[src/design/bmf_pkg.sv]
// Package with the constants and types of the block median filter.
package bmf_pkg;

    localparam int WINDOW     = 10;
    localparam int MEDIAN_IDX = (WINDOW - 1) / 2;
    localparam int CNT_W      = (WINDOW > 1) ? $clog2(WINDOW) : 1;
    localparam int SAMPLE_W   = 16;

    typedef logic signed [SAMPLE_W-1:0] sample_t;
    typedef logic [CNT_W-1:0]           cnt_t;

    // Per-cell control decoded from the fill count.
    typedef struct packed {
        logic load;      // an item is accepted this cycle
        logic at_fill;   // this cell is the first empty slot
        logic occupied;  // this cell holds a sample of the current block
    } bmf_cell_ctl_t;

endpackage

[src/design/bmf_cell.sv]
// One cell of the insertion chain: holds one sorted sample of the block.
module bmf_cell
(
    input  logic                   clk,
    input  bmf_pkg::bmf_cell_ctl_t ctl,
    input  bmf_pkg::sample_t       sample,
    input  bmf_pkg::sample_t       left_val,
    input  logic                   left_shift,
    output bmf_pkg::sample_t       val,
    output bmf_pkg::sample_t       val_next,
    output logic                   shift
);
    import bmf_pkg::*;

    sample_t val_reg;

    // An occupied cell whose value is above the new sample moves one place up.
    assign shift = ctl.occupied && (val_reg > sample);
    assign val   = val_reg;

    always_comb
    begin
        val_next = val_reg;
        if (ctl.load)
        begin
            if (left_shift)
            begin
                val_next = left_val;
            end
            else if (shift || ctl.at_fill)
            begin
                val_next = sample;
            end
        end
    end

    always_ff @(posedge clk)
    begin
        val_reg <= val_next;
    end

endmodule

[src/design/block_median_filter_top.sv]
// Top level of the block median filter: insertion chain plus fill count.
//
//   channel | signals            | handshake
//   --------+--------------------+-------------------------------
//   input   | start, busy, sample| taken when start && !busy
//   result  | done, median       | one-cycle strobe on done
//
// One sample is taken every cycle; busy stays low. Each sample is placed
// into the sorted cell chain in the cycle it is taken. The median of a full
// block appears on the cycle after its last sample is taken.
// Reset clears the fill count and the strobe; the cell contents stay undefined.
// The receiver cannot stall the result.
module block_median_filter_top
(
    input  logic             clk,
    input  logic             rst_n,
    input  logic             start,
    output logic             busy,
    input  bmf_pkg::sample_t sample,
    output logic             done,
    output bmf_pkg::sample_t median
);
    import bmf_pkg::*;

    logic           accept;
    logic           last;
    cnt_t           count_reg;
    cnt_t           count_next;
    logic           done_reg;
    sample_t        median_reg;
    bmf_cell_ctl_t  ctl      [WINDOW];
    sample_t        cell_val [WINDOW];
    sample_t        cell_nxt [WINDOW];
    logic           cell_sh  [WINDOW];

    assign busy   = 1'b0;
    assign accept = start && !busy;
    assign last   = (count_reg == cnt_t'(WINDOW - 1));

    genvar gi;
    generate
        for (gi = 0; gi < WINDOW; gi++)
        begin : g_cell
            assign ctl[gi].load     = accept;
            assign ctl[gi].at_fill  = (count_reg == cnt_t'(gi));
            assign ctl[gi].occupied = (count_reg > cnt_t'(gi));

            if (gi == 0)
            begin : g_first
                bmf_cell u_cell
                (
                    .clk        (clk),
                    .ctl        (ctl[gi]),
                    .sample     (sample),
                    .left_val   (sample),
                    .left_shift (1'b0),
                    .val        (cell_val[gi]),
                    .val_next   (cell_nxt[gi]),
                    .shift      (cell_sh[gi])
                );
            end
            else
            begin : g_rest
                bmf_cell u_cell
                (
                    .clk        (clk),
                    .ctl        (ctl[gi]),
                    .sample     (sample),
                    .left_val   (cell_val[gi-1]),
                    .left_shift (cell_sh[gi-1]),
                    .val        (cell_val[gi]),
                    .val_next   (cell_nxt[gi]),
                    .shift      (cell_sh[gi])
                );
            end
        end
    endgenerate

    always_comb
    begin
        count_next = count_reg;
        if (accept)
        begin
            count_next = last ? '0 : count_reg + cnt_t'(1);
        end
    end

    always_ff @(posedge clk or negedge rst_n)
    begin
        if (!rst_n)
        begin
            count_reg <= '0;
            done_reg  <= 1'b0;
        end
        else
        begin
            count_reg <= count_next;
            done_reg  <= accept && last;
        end
    end

    // The median cell's next value already includes the last sample.
    always_ff @(posedge clk)
    begin
        if (accept && last)
        begin
            median_reg <= cell_nxt[MEDIAN_IDX];
        end
    end

    assign done   = done_reg;
    assign median = median_reg;

endmodule

[config.mk]
export PLATFORM = sky130hd
export DESIGN_NAME = block_median_filter_top
export DESIGN_NICKNAME = d
export VERILOG_FILES = /design/src/design/bmf_pkg.sv /design/src/design/bmf_cell.sv /design/src/design/block_median_filter_top.sv
export SDC_FILE = /design/constraint.sdc
export NUM_CORES = 1
export LEC_CHECK = 0
export ABC_AREA = 1
export BUFFER_PORTS_ARGS = -buffer_cell sky130_fd_sc_hd__buf_2
export CORE_MARGIN = 4
export CORE_UTILIZATION = 65
export CTS_BUF_LIST = sky130_fd_sc_hd__clkbuf_8
export DETAILED_ROUTE_END_ITERATION = 16
export PLACE_DENSITY = 0.91
export RECOVER_POWER = 50
export SLEW_MARGIN = 20
export SYNTH_ARGS = -nofsm -noshare
export SYNTH_HDL_FRONTEND = slang
export SYNTH_HIERARCHICAL = 1
export SYNTH_SLANG_ARGS = --single-unit
[constraint.sdc]
create_clock -name clk -period 3.5 [get_ports clk]
set_input_delay 0.35 -clock clk [delete_from_list [all_inputs] [get_ports clk]]
set_output_delay 0.35 -clock clk [all_outputs]
set_load 0.02 [all_outputs]
==> metrics.md, run 1 <==
| Metric | Value |
|---|---|
| Ys Warns | 6 |
| Clk slew on worst S/H paths | around 0.11 ns |
| Mean Syn Cell Area | ~6.7 um2 |
| Post-synthesis cell area | between 8000 and 9000 um2 |
| Power share of the combinational group | 0.613 |
| Die Height | approximately 120 um |
| Lkg Pwr | around 4.8 nW |
| CTS tree | built |
| Final #Nets | around 1400 |
| Commonest cells after routing, fill and taps aside | nand2_1, nor2_1, inv_1, nand3_1 |
| Busiest layer in global routing | met2 |
| Critical Path RT | 3.79 ns |
| DRT iter0 DRCs | 610 |
| I/O pin cnt | 37 |
| Met1 usage | 0.366 |
| Final hold vios | 0 |
| Clock Latency Late Sink | ~0.40 ns |
| Global-route met3 utilization | 0.0469 |
| Worst-path maximum fanout | 32 |
| TritonCTS Buffers | 9 |
| Via density | ~5.5 |
| Unrepaired setup endpoints after global routing | no |
| HP Class | input pin to async pin |
| Post-Syn Instances | about 1300 |
| Setup TNS | 0 ns |
| DIE AREA | between 10000 and 15000 um2 |
| Fin crit period | slightly below 3 ns |
| Maximum clock path buffer count | 2 |
| Root Buffer | clkbuf_8 |
| Setup violations, final | 0 |
| RePlAce Congestion | 0.880 |
| Critical Path Sink Type | flip-flop |
| DP HPWL | 14.2 mm |
| Crit path launch | g_cell[1].g_rest.u_cell/val[9] |
| Slew @ Worst Pin | around 1.0 ns |
| DRC errors left | 0 |
| Initial Util | 0.668 |
| Worst slew margin | 0.301 |
| Critical Path Start Type | flip-flop |
| Filler cells | approximately 1100 |
| First-pass GRT wire length | around 33 mm |
| CP Capture Point | g_cell[2].g_rest.u_cell/val[3] |
| Clock power frac | 0.103 |
| Drt first pass iters | 6 |
| PwrDens | slightly above 900 nW/um2 |
| Core area | between 10000 and 15000 um2 |
| Largest net degree at the start of global routing | 33 |
| WP data arrival | ~3.2 ns |
| Cell Int Power | ~3.7 mW |
| FF-to-FF End | g_cell[2].g_rest.u_cell/val[3] |
| Sequential power share | 0.284 |
| Vias in the first global route | slightly above 7000 |
| Register-to-Register Path Depth | 16 |
| Fin crit share | 0.826 |
| Initial antenna violation count | 0 |
| P_sw | 4.09 mW |
| Max-slew violation count | 0 |
| Postcts setup bufs | 0 |
| CP Class | flip-flop to flip-flop |
| Largest register FFs | 64 |
| Most common cell after layout, fill and taps aside | nand2_1 |
| GRT Resource Usage Total | 0.274 |
| F_max | 346 MHz |
| Die width | between 100 and 150 um |
| Routed WL | 20.2 mm |
| Final setup skew | roughly 0.016 ns |
| Clock tree sinks | between 100 and 150 |
| R2r startpoint | g_cell[1].g_rest.u_cell/val[9] |
| H-tree Lvls | 3 |
| Vias post-DR | about 8000 |
| Switch share | 0.525 |
| Gr ovfl total | 0 |
| Layout cells sized above 1 | 0.132 |
| N_diodes | 0 |
| P&R area growth vs syn | 1.42% |
| Max-cap violations | 0 |
| IO Port Bufs | 35 |
| Flop2flop setup slack | just over 0.6 ns |
| Outcome | completed |
| Pwr Total | around 7.8 mW |
| Met2 track demand over resource | 0.441 |
| Num rows | 41 |
| DRT antenna net count | 0 |
| Maximum resistive drop on vdd | between 500 and 600 uV |
| Routed wire per std cell | about 14 um |
## timing repair
| item | 4_1_cts | 5_1_grt |
|---|---|---|
| endpoints found under the hold margin | 5 | 0 |
| hold buffers | 1 | 0 |
| resized for setup | 0 | 0 |
## layout make-up
cell class / instances / area [um2] / share of cell area
multi-input combinational: 953 / 5130 / 0.597
inverter: 166 / 623 / 0.0726
tap: 172 / 215 / 0.0251
timing repair buffer: 42 / 208 / 0.0242
clock inverter: 5 / 51.3 / 0.00598
clock buffer: 11 / 151 / 0.0176
sequential: 101 / 2210 / 0.257
## power by group through the flow
stage	registers (mW)	logic, mW	clock network (mW)
3_5_place_dp	2.22	4.70	0
6_report	2.21	4.78	0.802
2_1_floorplan	2.08	4.19	0
4_1_cts	2.20	4.74	0.803
5_1_grt	2.28	5.38	0.846
3_3_place_gp	2.22	4.50	0
## metal layers
metal | share of wire | routed length [um]
met1 | 0.44 | 8890
met3 | 0.084 | 1690
met4 | 0.026 | 529
met5 | 0 | 0
met2 | 0.45 | 9120
## how the worst min path moves through the flow
stage,start,endpoint,slack [ns],cells after the start
floorplan,rst_n,count_reg[0],0.05,0
global placement,rst_n,done,0.16,1
detailed placement,rst_n,done,0.16,1
CTS,rst_n,done,0.28,2
global route,rst_n,done,0.37,2
finish,rst_n,done,0.32,2
## critical path, stage by stage (launching register included)
cell	delay (ns)
dfxtp_1	0.44
ha_1	0.29
nand2_1	0.07
nand2_1	0.04
nand2_1	0.05
nand2_1	0.08
a21oi_1	0.18
nand3_1	0.10
nand2_1	0.07
nand3_1	0.60
inv_1	0.19
inv_1	0.05
buf_4	0.25
nor2_1	0.15
nor2_1	0.05
nand2_1	0.11
nand2_1	0.05
## through the flow
stage,setup slack [ns],utilization,area [um2],instances,hold WS [ns]
4_1_cts,0.887,0.685,8670,1450,0.280
5_1_grt,0.344,0.677,8580,1450,0.368
3_5_place_dp,0.583,0.668,8460,1433,0.165
6_report,0.609,0.677,8580,1450,0.317
2_1_floorplan,1.13,-,8470,1266,0.0544
3_3_place_gp,0.747,0.668,8460,1433,0.164
No activity file was read; power rests on OpenSTA's default activity.
==> run 2, diff against run 1 <==
--- a/config.mk
+++ b/config.mk
@@ -8,10 +8,10 @@
 export ABC_AREA = 1
 export BUFFER_PORTS_ARGS = -buffer_cell sky130_fd_sc_hd__buf_2
 export CORE_MARGIN = 4
-export CORE_UTILIZATION = 65
+export CORE_UTILIZATION = 59
 export CTS_BUF_LIST = sky130_fd_sc_hd__clkbuf_8
 export DETAILED_ROUTE_END_ITERATION = 16
-export PLACE_DENSITY = 0.91
+export PLACE_DENSITY = 0.88
 export RECOVER_POWER = 50
 export SLEW_MARGIN = 20
 export SYNTH_ARGS = -nofsm -noshare
==> constraint.sdc (replaced) <==
create_clock -name clk -period 2.5 [get_ports clk]
set_input_delay 0.25 -clock clk [delete_from_list [all_inputs] [get_ports clk]]
set_output_delay 0.25 -clock clk [all_outputs]
set_load 0.02 [all_outputs]
==> metrics.md, run 2 (same netlist as run 1, synthesis figures left out) <==
| Metric | Value |
|---|---|
| PwrDens | ~1300 nW/um2 |
| DP HPWL | approximately 15 mm |
| Largest register FFs | 64 |
| TritonCTS Buffers | 9 |
| Flop2flop setup slack | approximately 0.20 ns |
| Core area | between 10000 and 15000 um2 |
| Crit-path cells | ha_1 > nand2_1 > inv_1 > nand2_1 > nand2_1 > a21oi_1 > nand3_1 > nand2_1 > nand3_4 > buf_4 > nand3_1 > nand3_1 > nand2_1 > nand2_1 |
| Max-cap violations | 0 |
| Finished Cell Area | around 9000 um2 |
| Hold path startpoint | start |
| Largest net degree at the start of global routing | 33 |
| Most common cell on crit path | nand2_1 |
| Initial antenna violation count | 0 |
| Vias in the first global route | approximately 7400 |
| Clk slew on worst S/H paths | around 0.10 ns |
| Clock tree sinks | between 100 and 150 |
| Root Buffer | clkbuf_8 |
| N_diodes | 0 |
| Worst-path maximum fanout | 13 |
| Slew @ Worst Pin | 0.917 ns |
| DIE AREA | roughly 16000 um2 |
| Via density | about 5.4 |
| WP data arrival | between 2 and 2.5 ns |
| Outcome | completed |
| HP Class | input pin to flip-flop |
| Final #Nets | about 1400 |
| P&R area growth vs syn | 6.48% |
| Drt first pass iters | 5 |
| Maximum resistive drop on vdd | around 600 uV |
| Final hold vios | 0 |
| DRC errors left | 0 |
| Lkg Pwr | between 4 and 5 nW |
| Critical Path RT | ~2.6 ns |
| Commonest cells after routing, fill and taps aside | nand2_1, nor2_1, inv_1, nand3_1, ha_1 |
| IO Port Bufs | 35 |
| Setup violations, final | 0 |
| Slowest cell on crit path | dfxtp_1 |
| Num rows | 43 |
| Maximum clock path buffer count | 2 |
| H-tree Lvls | 3 |
| Worst slew margin | 0.388 |
| Hold WS | approximately 0.19 ns |
| Pre-CTS setup slack | approximately 0.034 ns |
| CTS tree | built |
| Clock Latency Late Sink | 0.39 ns |
| Pwr Total | between 10 and 15 mW |
| Routed WL | 20.0 mm |
| Max-slew violation count | 0 |
| CP Class | flip-flop to flip-flop |
| DRT iter0 DRCs | 574 |
| GRT Resource Usage Total | 0.249 |
| RePlAce Congestion | between 0.8 and 0.9 |
| Initial Util | 0.605 |
| Final setup skew | approximately 0.012 ns |
| F_max | about 440 MHz |
| DRT antenna net count | 0 |
| Gr ovfl total | 0 |
| Register-to-Register Path Depth | 14 |
| Die Height | roughly 130 um |
| Setup TNS | 0 ns |
| Final WS setup | 0.204 ns |
| Vias post-DR | 8031 |
| Routed wire per std cell | around 13 um |
| First-pass GRT wire length | about 34 mm |
| Layout cells sized above 1 | 0.158 |
| Post-DP Area | between 8000 and 9000 um2 |
| Fin crit share | 0.918 |
| Filler cells | roughly 1200 |
| Die width | between 100 and 150 um |
| I/O pin cnt | 37 |
| Worst hold path stage count | 3 |
| Critical Path Start Type | flip-flop |
| Critical Path Sink Type | flip-flop |
| Endpoint, Worst Hold | count_reg[0] |
| Crit-path max cell delay | between 0.3 and 0.4 ns |
| FF-to-FF End | median[15] |
| R2r startpoint | g_cell[4].g_rest.u_cell/val[15] |
| Fin crit period | roughly 2.3 ns |
| Most common cell after layout, fill and taps aside | nand2_1 |
| Unrepaired setup endpoints after global routing | no |
## run 2: worst max-delay path, delay by kind of cell (launching register included)
kind                     cells  cell delay [ns]
flip-flops                   1             0.34
AO/OA/AOI/OAI                1             0.16
adder cells (fa/ha/maj)      1             0.31
AND/OR/NAND/NOR             10             0.93
buffers and inverters        2             0.30
## run 2: worst max path at each step
stage | cells after the start | start | end
3_5_place_dp | 17 | sample[9] | median[10]
6_report | 14 | g_cell[4].g_rest.u_cell/val[15] | median[15]
2_1_floorplan | 15 | g_cell[3].g_rest.u_cell/val[15] | median[1]
5_1_grt | 16 | g_cell[0].g_first.u_cell/val[11] | g_cell[1].g_rest.u_cell/val[0]
4_1_cts | 16 | g_cell[3].g_rest.u_cell/val[15] | median[11]
3_3_place_gp | 15 | sample[7] | median[1]
## run 2: final cells by class
class	count	area (um2)	share of cell area
multi-input cells	953	5160	0.573
repair buffers	77	571	0.0633
flip-flops and latches	101	2210	0.245
clock buffers	10	138	0.0153
clock inverters	6	80.1	0.00889
inverters	166	623	0.0692
well taps	180	225	0.0250
## run 2: routing by layer
metal / GRT usage / part of all wire
met3: 0.0325 / 0.063
met5: 0 / 0
met1: 0.334 / 0.45
met2: 0.408 / 0.46
met4: 0.0986 / 0.029
## run 2: per-stage QoR
stage,utilization,cells
floorplan,-,1266
global placement,0.632,1476
detailed placement,0.632,1476
CTS,0.648,1493
global route,0.644,1493
finish,0.644,1493
## run 2: what timing repair did
action                                  CTS  global route
gates resized for setup                   0             2
buffers inserted                          0             0
endpoints found under the setup margin    0             3
endpoints found under the hold margin     5             0
hold buffers                              1             0
## run 2: where the power goes
part	leakage, nW	internal, mW	switching (mW)
clock	0.115	0.583	0.594
sequential	0.879	2.38	0.699
combinational	4.00	2.66	4.47
total	5.00	5.63	5.76
==> run 3, diff against run 2 <==
--- a/config.mk
+++ b/config.mk
@@ -6,12 +6,12 @@
 export NUM_CORES = 1
 export LEC_CHECK = 0
 export ABC_AREA = 1
-export BUFFER_PORTS_ARGS = -buffer_cell sky130_fd_sc_hd__buf_2
+export BUFFER_PORTS_ARGS = -buffer_cell sky130_fd_sc_hd__buf_4
 export CORE_MARGIN = 4
 export CORE_UTILIZATION = 59
 export CTS_BUF_LIST = sky130_fd_sc_hd__clkbuf_8
 export DETAILED_ROUTE_END_ITERATION = 16
-export PLACE_DENSITY = 0.88
+export PLACE_DENSITY = 0.8
 export RECOVER_POWER = 50
 export SLEW_MARGIN = 20
 export SYNTH_ARGS = -nofsm -noshare
==> metrics.md, run 3 (same netlist as run 1, synthesis figures left out) <==
| Metric | Value |
|---|---|
| Final WS setup | between 0.2 and 0.25 ns |
| Initial antenna violation count | 0 |
| DRT antenna net count | 0 |
| Routed wire per std cell | about 14 um |
| WP data arrival | approximately 2.4 ns |
| IO Port Bufs | 35 |
| Largest net degree at the start of global routing | 33 |
| Worst slew margin | 0.435 |
| Die Height | 128 um |
| I/O pin cnt | 37 |
| P&R area growth vs syn | 5.91% |
| Initial Util | 0.605 |
| Unrepaired setup endpoints after global routing | no |
| Most common cell on crit path | nand2_1 |
| Lkg Pwr | 4.96 nW |
| Clk slew on worst S/H paths | about 0.09 ns |
| N_diodes | 0 |
| Critical Path Sink Type | flip-flop |
| Num rows | 43 |
| Crit-path cells | ha_1 > nand2_2 > inv_1 > nand2_1 > nand2_1 > a21oi_1 > nand3_1 > nand2_1 > nand3_4 > inv_1 > inv_1 > buf_4 > nor2_1 > nor2_1 > nand2_1 > nand2_1 |
| H-tree Lvls | 3 |
| DIE AREA | around 16000 um2 |
| Fin crit share | 0.913 |
| GRT Resource Usage Total | 0.261 |
| Final core utilization | 0.641 |
| Max-cap violations | 0 |
| Core area | approximately 14000 um2 |
| Critical Path Start Type | flip-flop |
| Drt first pass iters | 5 |
| Die width | between 100 and 150 um |
| Setup violations, final | 0 |
| DP HPWL | between 15 and 20 mm |
| F_max | roughly 440 MHz |
| Slowest cell on crit path | dfxtp_1 |
| First-pass GRT wire length | approximately 35 mm |
| Critical Path RT | between 2 and 3 ns |
| Flop2flop setup slack | approximately 0.22 ns |
| Vias post-DR | roughly 8000 |
| DRT iter0 DRCs | between 600 and 700 |
| PwrDens | around 1300 nW/um2 |
| Commonest cells after routing, fill and taps aside | nand2_1, nor2_1, inv_1, nand3_1 |
| Max-slew violation count | 0 |
| Final #Nets | ~1400 |
| Maximum clock path buffer count | 2 |
| Maximum resistive drop on vdd | ~720 uV |
| Largest register FFs | 64 |
| RePlAce Congestion | 0.850 |
| Vias in the first global route | ~7100 |
| Clock tree sinks | just over 100 |
| Pre-CTS setup slack | about 0.021 ns |
| Via density | approximately 5.3 |
| CP Class | flip-flop to flip-flop |
| Worst-path maximum fanout | 13 |
| Final setup skew | a little under 0.009 ns |
| Routed WL | 20.5 mm |
| Fin crit period | 2.28 ns |
| Root Buffer | clkbuf_8 |
| Final hold vios | 0 |
| Setup TNS | 0 ns |
| DRC errors left | 0 |
| TritonCTS Buffers | 9 |
| Gr ovfl total | 0 |
| HP Class | input pin to flip-flop |
| Outcome | completed |
| Crit-path max cell delay | 0.45 ns |
| CTS tree | built |
| Most common cell after layout, fill and taps aside | nand2_1 |
| Slew @ Worst Pin | 0.847 ns |
| Layout cells sized above 1 | 0.150 |
| Clock Latency Late Sink | 0.39 ns |
[run 3: changes by cell type in the layout (fill, tap and decap cells not counted), sizes merged]
cell / previous run / this run
clkbuf: 28 / 27
clkinv: 6 / 7
buf: 58 / 52
[run 3: critical path: cells and delay by family, from the launching register on]
family	cells	cell delay (ns)
AOI/OAI and AO/OA	1	0.14
adders and majority gates	1	0.29
buffers and inverters	4	0.36
DFF	1	0.45
and+or+nand+nor	10	0.79
[run 3: cell type report]
| type | count | area [um2] |
|---|---|---|
| Multi-Input combinational cell | 953 | 5160 |
| Fill cell | 1300 | 5030 |
| Sequential cell | 101 | 2210 |
| Inverter | 166 | 623 |
| Timing Repair Buffer | 71 | 543 |
| Tap cell | 180 | 225 |
| Clock buffer | 9 | 124 |
| Clock inverter | 7 | 82.6 |
[run 3: per-layer routing]
layer / vias to the layer above / part of all wire / GRT usage
met5: - / 0 / 0
li1: 4001 / - / -
met2: 270 / 0.44 / 0.403
met3: 30 / 0.072 / 0.0350
met4: 0 / 0.019 / 0.0855
met1: 3578 / 0.46 / 0.377
[run 3: final timing paths]
check                                                 from                              to  cells past startpoint
min in group asynchronous                            rst_n                    count_reg[3]                      2
max in group asynchronous                            rst_n                            done                      2
min reg2reg                 g_cell[1].g_rest.u_cell/val[8]  g_cell[1].g_rest.u_cell/val[8]                      2
max                        g_cell[3].g_rest.u_cell/val[15]                       median[1]                     16
max reg2reg                g_cell[3].g_rest.u_cell/val[15]                       median[1]                     16
min                                                  start                    count_reg[0]                      3
[run 3: power breakdown]
group	internal, mW	leakage, nW	switching, mW	total [mW]
Combinational	2.75	3.97	4.45	7.21
Sequential	2.38	0.879	0.727	3.11
Clock	0.551	0.107	0.598	1.15
[run 3: what timing repair did]
action	CTS	global route
gates resized for setup	0	1
endpoints found under the setup margin	0	7
setup buffers	0	1
hold buffers	1	0
endpoints found under the hold margin	5	0
[run 3: per-stage QoR]
step | hold slack, ns | cell area (um2) | instances | total power, mW
final | 0.216 | 8960 | 1487 | 11.5
after global routing | 0.212 | 8960 | 1487 | 12.6
after CTS | 0.176 | 9050 | 1486 | 11.4
after detailed placement | 0.0615 | 8830 | 1469 | 10.2
after global placement | 0.0621 | 8830 | 1469 | 9.99
after floorplan | -0.0456 | 8470 | 1266 | 8.78
